`src/dve_pkg.sv`:
```
`timescale 1ns / 1ps
package dve_pkg;

   localparam int DEF_NUM_BITS    = 12;
   localparam int DEF_STACK_DEPTH = 32;

   // fixed field widths
   localparam int NUMBER_WIDTH = 12;
   localparam int DATA_WIDTH   = 16;
   localparam int STACK_WIDTH  = 6;

   typedef enum logic [2:0] {
      ST_IDLE,
      ST_ZERO,
      ST_TRIAL,
      ST_TRIAL_WAIT,
      ST_POP_READ,
      ST_POP_DIV,
      ST_POP_WAIT,
      ST_FLUSH
   } dve_state_type;

   typedef struct packed {
      logic busy;
      logic done;
   } dve_div_status_type;

endpackage

```
`src/dve_divider.sv`:
```
`timescale 1ns / 1ps
module dve_divider
   import dve_pkg::*;
#(
   parameter int NUM_BITS = DEF_NUM_BITS,
   parameter int DEN_BITS = 7
) (
   input  logic                clock,
   input  logic                reset,
   input  logic                start,
   input  logic [NUM_BITS-1:0] dividend,
   input  logic [DEN_BITS-1:0] divisor,
   output dve_div_status_type  status,
   output logic [NUM_BITS-1:0] quotient,
   output logic [DEN_BITS-1:0] remainder
);

   // four restoring steps per cycle
   localparam int STEPS  = 4;
   localparam int CYCLES = (NUM_BITS + STEPS - 1) / STEPS;
   localparam int PAD    = CYCLES * STEPS;
   localparam int CNT_BITS = $clog2(CYCLES + 1);

   logic [PAD-1:0]      work_ff, work_in;
   logic [DEN_BITS-1:0] rem_ff, rem_in;
   logic [DEN_BITS-1:0] den_ff;
   logic [CNT_BITS-1:0] count_ff;
   logic                busy_ff, done_ff;
   logic [DEN_BITS:0]   part;

   // dividend bits leave at the top, quotient bits enter at the bottom
   always_comb begin
      part    = {1'b0, rem_ff};
      work_in = work_ff;
      for (int i = 0; i < STEPS; i++) begin
         part    = {part[DEN_BITS-1:0], work_in[PAD-1]};
         work_in = {work_in[PAD-2:0], 1'b0};
         if (part >= {1'b0, den_ff}) begin
            part       = part - {1'b0, den_ff};
            work_in[0] = 1'b1;
         end
      end
      rem_in = part[DEN_BITS-1:0];
   end

   always_ff @(posedge clock) begin
      if (reset) begin
         busy_ff  <= 1'b0;
         done_ff  <= 1'b0;
         count_ff <= '0;
      end else if (start) begin
         busy_ff  <= 1'b1;
         done_ff  <= 1'b0;
         count_ff <= CNT_BITS'(CYCLES);
      end else if (busy_ff) begin
         count_ff <= count_ff - 1'b1;
         if (count_ff == CNT_BITS'(1)) begin
            busy_ff <= 1'b0;
            done_ff <= 1'b1;
         end
      end
   end

   always_ff @(posedge clock) begin
      if (start) begin
         work_ff <= PAD'(dividend);
         rem_ff  <= '0;
         den_ff  <= divisor;
      end else if (busy_ff) begin
         work_ff <= work_in;
         rem_ff  <= rem_in;
      end
   end

   assign status.busy = busy_ff;
   assign status.done = done_ff;
   assign quotient    = work_ff[NUM_BITS-1:0];
   assign remainder   = rem_ff;

endmodule

```
`src/divisor_enumerator_core.sv`:
```
`timescale 1ns / 1ps
// channel   dir  handshake               payload
// req       in   req_tvalid/req_tready   req_tdata[11:0] number
// rsp       out  rsp_tvalid/rsp_tready   rsp_tdata[11:0] divisor, rsp_tlast, rsp_tuser invalid
//
// a number is taken only when the sequencer is idle; zero gives one flagged word;
// each trial value needs a divider start, a divider run and a check, and each
// stored small divisor a stack read, a divider run and a check; trials and
// stack pops share the one 4-bit-per-cycle divider
// a stalled rsp side holds the sequencer once the result register and the
// one-word hold register are both full
// reset is synchronous; the stack memory needs no clearing
module divisor_enumerator_core
   import dve_pkg::*;
#(
   parameter int NUM_BITS    = DEF_NUM_BITS,
   parameter int STACK_DEPTH = DEF_STACK_DEPTH
) (
   input  logic                  clock,
   input  logic                  reset,
   input  logic                  req_tvalid,
   output logic                  req_tready,
   input  logic [DATA_WIDTH-1:0] req_tdata,  // [11:0] number
   output logic                  rsp_tvalid,
   input  logic                  rsp_tready,
   output logic [DATA_WIDTH-1:0] rsp_tdata,  // [11:0] divisor
   output logic                  rsp_tlast,
   output logic                  rsp_tuser   // [0] invalid
);

   localparam int TRIAL_BITS = (NUM_BITS + 1) / 2 + 1;
   localparam int SQ_BITS    = 2 * TRIAL_BITS;
   localparam int DEN_BITS   = (TRIAL_BITS > STACK_WIDTH) ? TRIAL_BITS : STACK_WIDTH;
   localparam int CMP_BITS   = (NUM_BITS > STACK_WIDTH) ? NUM_BITS : STACK_WIDTH;
   localparam int ADDR_BITS  = $clog2(STACK_DEPTH);
   localparam int COUNT_BITS = $clog2(STACK_DEPTH + 1);

   dve_state_type state_ff, state_in;

   logic [NUM_BITS-1:0]    number_ff;
   logic [TRIAL_BITS-1:0]  trial_ff;
   logic [SQ_BITS-1:0]     square_ff;
   logic [COUNT_BITS-1:0]  count_ff;
   logic [STACK_WIDTH-1:0] rd_data_ff;
   logic                   pend_valid_ff;
   logic [NUM_BITS-1:0]    pend_value_ff;
   logic                   rsp_valid_ff;
   logic [NUM_BITS-1:0]    rsp_value_ff;
   logic                   rsp_last_ff, rsp_invalid_ff;

   logic [STACK_WIDTH-1:0] stack_mem [STACK_DEPTH];

   logic                req_accept, out_free, can_emit, over_root, stack_full;
   logic                div_start, trial_adv, emit_new, push, pop_read;
   logic                load_flush, load_zero;
   logic [NUM_BITS-1:0] emit_value;
   logic [DEN_BITS-1:0] div_divisor;
   logic [NUM_BITS-1:0] div_quotient;
   logic [DEN_BITS-1:0] div_remainder;
   dve_div_status_type  div_status;

   dve_divider #(
      .NUM_BITS (NUM_BITS),
      .DEN_BITS (DEN_BITS)
   ) u_divider (
      .clock     (clock),
      .reset     (reset),
      .start     (div_start),
      .dividend  (number_ff),
      .divisor   (div_divisor),
      .status    (div_status),
      .quotient  (div_quotient),
      .remainder (div_remainder)
   );

   assign req_tready = (state_ff == ST_IDLE);
   assign req_accept = req_tvalid && req_tready;
   assign out_free   = !rsp_valid_ff || rsp_tready;
   assign can_emit   = !pend_valid_ff || out_free;
   assign over_root  = square_ff > SQ_BITS'(number_ff);
   assign stack_full = count_ff >= COUNT_BITS'(STACK_DEPTH);

   // next state
   always_comb begin
      state_in = state_ff;
      case (state_ff)
         ST_IDLE: begin
            if (req_accept) begin
               state_in = (req_tdata[NUM_BITS-1:0] == '0) ? ST_ZERO : ST_TRIAL;
            end
         end
         ST_ZERO: begin
            if (out_free) state_in = ST_IDLE;
         end
         ST_TRIAL: begin
            state_in = over_root ? ST_POP_READ : ST_TRIAL_WAIT;
         end
         ST_TRIAL_WAIT: begin
            if (div_status.done && (div_remainder != '0 || can_emit)) state_in = ST_TRIAL;
         end
         ST_POP_READ: begin
            state_in = (count_ff == '0) ? ST_FLUSH : ST_POP_DIV;
         end
         ST_POP_DIV: begin
            state_in = (rd_data_ff == '0) ? ST_POP_READ : ST_POP_WAIT;
         end
         ST_POP_WAIT: begin
            if (div_status.done &&
                (CMP_BITS'(div_quotient) == CMP_BITS'(rd_data_ff) || can_emit)) begin
               state_in = ST_POP_READ;
            end
         end
         ST_FLUSH: begin
            if (out_free) state_in = ST_IDLE;
         end
         default: state_in = ST_IDLE;
      endcase
   end

   // control outputs
   always_comb begin
      div_start   = 1'b0;
      div_divisor = DEN_BITS'(trial_ff);
      trial_adv   = 1'b0;
      emit_new    = 1'b0;
      emit_value  = NUM_BITS'(trial_ff);
      push        = 1'b0;
      pop_read    = 1'b0;
      load_flush  = 1'b0;
      load_zero   = 1'b0;
      case (state_ff)
         ST_ZERO: load_zero = out_free;
         ST_TRIAL: div_start = !over_root;
         ST_TRIAL_WAIT: begin
            if (div_status.done) begin
               if (div_remainder != '0) begin
                  trial_adv = 1'b1;
               end else if (can_emit) begin
                  trial_adv = 1'b1;
                  emit_new  = 1'b1;
                  push      = !stack_full;
               end
            end
         end
         ST_POP_READ: pop_read = (count_ff != '0);
         ST_POP_DIV: begin
            div_divisor = DEN_BITS'(rd_data_ff);
            div_start   = (rd_data_ff != '0);
         end
         ST_POP_WAIT: begin
            emit_value = div_quotient;
            emit_new   = div_status.done && can_emit &&
                         (CMP_BITS'(div_quotient) != CMP_BITS'(rd_data_ff));
         end
         ST_FLUSH: load_flush = out_free;
         default: ;
      endcase
   end

   always_ff @(posedge clock) begin
      if (reset) begin
         state_ff      <= ST_IDLE;
         count_ff      <= '0;
         trial_ff      <= '0;
         pend_valid_ff <= 1'b0;
         rsp_valid_ff  <= 1'b0;
      end else begin
         state_ff <= state_in;
         if (req_accept) begin
            count_ff      <= '0;
            trial_ff      <= TRIAL_BITS'(1);
            pend_valid_ff <= 1'b0;
         end
         if (trial_adv) trial_ff <= trial_ff + 1'b1;
         if (push) count_ff <= count_ff + 1'b1;
         else if (pop_read) count_ff <= count_ff - 1'b1;
         if (emit_new) pend_valid_ff <= 1'b1;
         else if (load_flush) pend_valid_ff <= 1'b0;
         if (load_zero || load_flush || (emit_new && pend_valid_ff)) rsp_valid_ff <= 1'b1;
         else if (rsp_tready) rsp_valid_ff <= 1'b0;
      end
   end

   always_ff @(posedge clock) begin
      if (req_accept) begin
         number_ff <= req_tdata[NUM_BITS-1:0];
         square_ff <= SQ_BITS'(1);
      end
      // (j+1)^2 = j^2 + 2j + 1
      if (trial_adv) square_ff <= square_ff + SQ_BITS'({trial_ff, 1'b1});
      if (emit_new) pend_value_ff <= emit_value;
      if (load_zero) begin
         rsp_value_ff   <= '0;
         rsp_last_ff    <= 1'b1;
         rsp_invalid_ff <= 1'b1;
      end else if (load_flush) begin
         rsp_value_ff   <= pend_value_ff;
         rsp_last_ff    <= 1'b1;
         rsp_invalid_ff <= 1'b0;
      end else if (emit_new && pend_valid_ff) begin
         rsp_value_ff   <= pend_value_ff;
         rsp_last_ff    <= 1'b0;
         rsp_invalid_ff <= 1'b0;
      end
   end

   // small divisor stack
   always_ff @(posedge clock) begin
      if (push) stack_mem[count_ff[ADDR_BITS-1:0]] <= STACK_WIDTH'(trial_ff);
      if (pop_read) begin
         rd_data_ff <= stack_mem[ADDR_BITS'(count_ff - 1'b1)];
      end
   end

   assign rsp_tvalid = rsp_valid_ff;
   assign rsp_tdata  = DATA_WIDTH'(NUMBER_WIDTH'(rsp_value_ff));
   assign rsp_tlast  = rsp_last_ff;
   assign rsp_tuser  = rsp_invalid_ff;

endmodule

```
`config.mk`:
```
export PLATFORM = sky130hd
export DESIGN_NAME = divisor_enumerator_core
export DESIGN_NICKNAME = d
export VERILOG_FILES = /design/src/dve_pkg.sv /design/src/dve_divider.sv /design/src/divisor_enumerator_core.sv
export SDC_FILE = /design/constraint.sdc
export NUM_CORES = 1
export LEC_CHECK = 0
export BUFFER_PORTS_ARGS = -buffer_cell sky130_fd_sc_hd__buf_4
export CAP_MARGIN = 30
export CORE_MARGIN = 8
export CORE_UTILIZATION = 60
export CTS_CLUSTER_DIAMETER = 50
export DETAILED_ROUTE_END_ITERATION = 16
export PLACE_DENSITY_LB_ADDON = 0.05
export SYNTH_ARGS = -nofsm -noshare
export SYNTH_HDL_FRONTEND = slang
export SYNTH_SLANG_ARGS = --single-unit
```
`constraint.sdc`:
```
create_clock -name clock -period 11.55 [get_ports clock]
set_clock_uncertainty 0.1 [all_clocks]
set_input_delay 1.7325 -clock clock [delete_from_list [all_inputs] [get_ports clock]]
set_output_delay 1.7325 -clock clock [all_outputs]
set_load 0.01 [all_outputs]
```
==> run_results.csv <==
group,metric,value,unit
status,run_status,"finished, final reports clean",
floorplan,starting_density,60.6,%
detailed_routing,metal1_wirelength,13600,µm
timing,actual_transition_at_the_worst_max_transition_pin,0.838,ns
clocking,worst_skew_pair.late_latency,0.52,ns
setup_path,cp.buffers_inverters,3,
timing,hold_ws,0.394,ns
clocking,clock_sink_count,298,
synth,postSynth.asyncResetShare,0,%
clocking,postCtsSetupRepairBufs,0,
synth,synth_sequential_area_ratio,60.4,%
detailed_routing,met3_wirelength,2050,µm
global_route,global_route.overflow_total,0,
setup_path,timing.rr.start,"u_divider.den_ff[1]",
synth,netlist.top_cell.by_area,"sky130_fd_sc_hd__edfxtp_1",
min_path,hold_path.class,"reg -> reg",
timing,final_period_minus_worst_setup_slack,9.43,ns
global_route,antenna_found_initial,1,
finish,diodes,0,
synth,synth_top_area_share,54.3,%
global_route,grt_pass1_wl,46800,µm
synth,primary_ff_master_synth,"sky130_fd_sc_hd__edfxtp_1",
place,place.gp.congestion,0.844,
setup_path,rrSetupSlack,2.12,ns
finish,area.growth.synth_to_final,12.9,%
setup_path,critical_path_arrival,9.74,ns
floorplan,design.die.area,28700,µm²
setup_path,cp-endpoint,"u_divider.remainder[0]",
timing,slew_headroom,44.0,%
synth,synth.lib_cells_used.distinct,70,
finish,fin_nets,1114,
detailed_routing,drt_first_pass_iters,5,
detailed_routing,detail_route.vias_per_cell,6.05,
synth,ys_seq_elements,298,
setup_path,critPathCaptureType,"flip-flop",
clocking,clock_root_cell,"sky130_fd_sc_hd__clkbuf_16",
setup_path,critical_path_cell_count,31,
clocking,ctsLongestPathBuffers,3,
timing,fin_tns_setup,0,ns
detailed_routing,route.top_layer_used,"met4",
floorplan,floorplan.core_area,23300,µm²
detailed_routing,route.antenna.remaining_nets,0,
clocking,worst_setup_hold_path_clk_slew,0.06,ns
timing,slew_viol_final,0,
synth,synth.avg_cell_area,14.3,µm²
clocking,post_cts.resized_instances,0,
timing,grt_setup_unrepaired,"false",
setup_path,worst_path_dominant_cell_family,"compound AO/OA/AOI/OAI gates",
global_route,grt_start_max_net_pins,40,
global_route,number_of_global_route_vias_before_repair,8297,
timing,max_clock_freq,106,MHz
global_route,grt_util_all_layers,21.2,%
setup_path,reg2reg_depth,31,
place,dp.final_hpwl,20000,µm
setup_path,crit_required,11.85,ns
finish,utilization_after_layout,68.5,%
clocking,hold_buffers,0,
setup_path,critPathLaunchType,"flip-flop",
finish,final_common_cell,"sky130_fd_sc_hd__edfxtp_1",
detailed_routing,route.detailed.drc,0,
synth,yosys_warnings,0,
finish,final_cell_mix,"sky130_fd_sc_hd__edfxtp_1 (255), sky130_fd_sc_hd__nor2_1 (105), sky130_fd_sc_hd__mux4_2 (60)",
synth,synth-edff-count,255,
detailed_routing,drt_iter0_drc,696,
timing,finalCritPeriodShare,81.7,%
detailed_routing,routed_vias,8355,
synth,netlist_area_pre_place,14100,µm²
setup_path,launch_point_of_the_worst_path,"u_divider.den_ff[1]",
clocking,cts_tree,"yes",
floorplan,floorplan.die.width,169,µm
setup_path,critical-path-slowest-cell,"sky130_fd_sc_hd__edfxtp_1",
floorplan,chip_height,169,µm
setup_path,r2r_end,"u_divider.remainder[0]",
clocking,ctsHtreeMaxLevel,2,
timing,setup_viol_count_final,0,
setup_path,crit_type,"reg -> reg",
place,buffer_ports.inserted,31,
clocking,cts-buffers-inserted,35,
timing,finalHoldViolCount,0,
job,max_cap_violations,0,
setup_path,critical_path.max_fanout,12,
detailed_routing,route.met2.wl,13700,µm
floorplan,ios,40,
finish,drive_above_1_share,20.5,%
detailed_routing,wl_per_cell,21.5,µm
setup_path,max_stage_delay,0.52,ns
synth,synthCells,989,
synth,post_synth_main_area_contributors,"sky130_fd_sc_hd__edfxtp_1 (54%), sky130_fd_sc_hd__mux4_2 (9.6%), sky130_fd_sc_hd__dfxtp_1 (6.1%), sky130_fd_sc_hd__ha_1 (4.8%), sky130_fd_sc_hd__mux2_2 (3.0%)",
detailed_routing,wirelength,29700,µm
floorplan,placement_rows,56,
## flip-flops by register name (all words and copies together), names as in the netlist, 2 cells and up
signal	count
count_ff	6
number_ff	12
pend_value_ff	12
rd_data_ff	6
rsp_value_ff	12
square_ff	14
stack_mem	192
state_ff	3
trial_ff	7
u_divider.count_ff	2
u_divider.den_ff	7
u_divider.quotient	12
u_divider.remainder	7
## stage by stage
step | cell area, µm² | instances | setup WS, ns
2_1_floorplan | 14100 | 992 | 3.11
3_3_place_gp | 14700 | 1314 | 2.38
3_5_place_dp | 14700 | 1317 | 2.26
4_1_cts | 15900 | 1381 | 2.16
5_1_grt | 15900 | 1381 | 1.55
6_report | 15900 | 1381 | 2.12
## layer usage
layer	GRT usage, %	vias to the layer above
met1	30.0	4130
met4	4.46	0
li1	-	3909
met2	33.2	281
met3	5.09	35
met5	0	-
## worst min path at each step
stage	cells past startpoint	startpoint	slack, ns	to
after global routing	1	rsp_tuser	0.43	rsp_tuser
after floorplan	2	pend_value_ff[0]	0.36	rsp_value_ff[0]
after CTS	2	pend_value_ff[8]	0.40	rsp_value_ff[8]
after detailed placement	2	pend_value_ff[1]	0.38	rsp_value_ff[1]
after global placement	2	pend_value_ff[10]	0.37	rsp_value_ff[10]
final	2	pend_value_ff[8]	0.39	rsp_value_ff[8]
## synth_stat cells (all sizes together) (17+ instances only)
master and n:
mux4 60, o21ai 32, dfxtp 43, a21oi 35, inv 48, edfxtp 255
nor2 105, mux2 37, mux2i 23, xnor2 23, clkbuf 24, ha 54
buf 17, nor3 20, nand2 40
## tightest hold or removal path: cells and delay by family, from the launching register on
kind          cells  cell delay (ns)
simple gates      1             0.07
mux               1             0.06
flops             1             0.32
## cells by family after synthesis
| group | synth area share, % |
|---|---|
| buffers and inverters | 2.61 |
| other | 0.0266 |
| adders and majority gates | 5.50 |
| xor gates and xnor gates | 1.93 |
| DFF | 60.4 |
| muxes | 14.2 |
| AOI/OAI and AO/OA | 6.83 |
| and+or+nand+nor | 8.54 |
## area by class of cell
class | instances | area (µm²)
Inverter | 49 | 184
Clock inverter | 20 | 208
Tap cell | 319 | 399
Multi-Input combinational cell | 604 | 5260
Sequential cell | 298 | 8520
Clock buffer | 44 | 972
Fill cell | 1674 | 7330
Timing Repair Buffer | 47 | 380
Power is left out: the tool's default activity adds up to more than one toggle a clock period on the data nets, which glitch-free logic cannot reach.
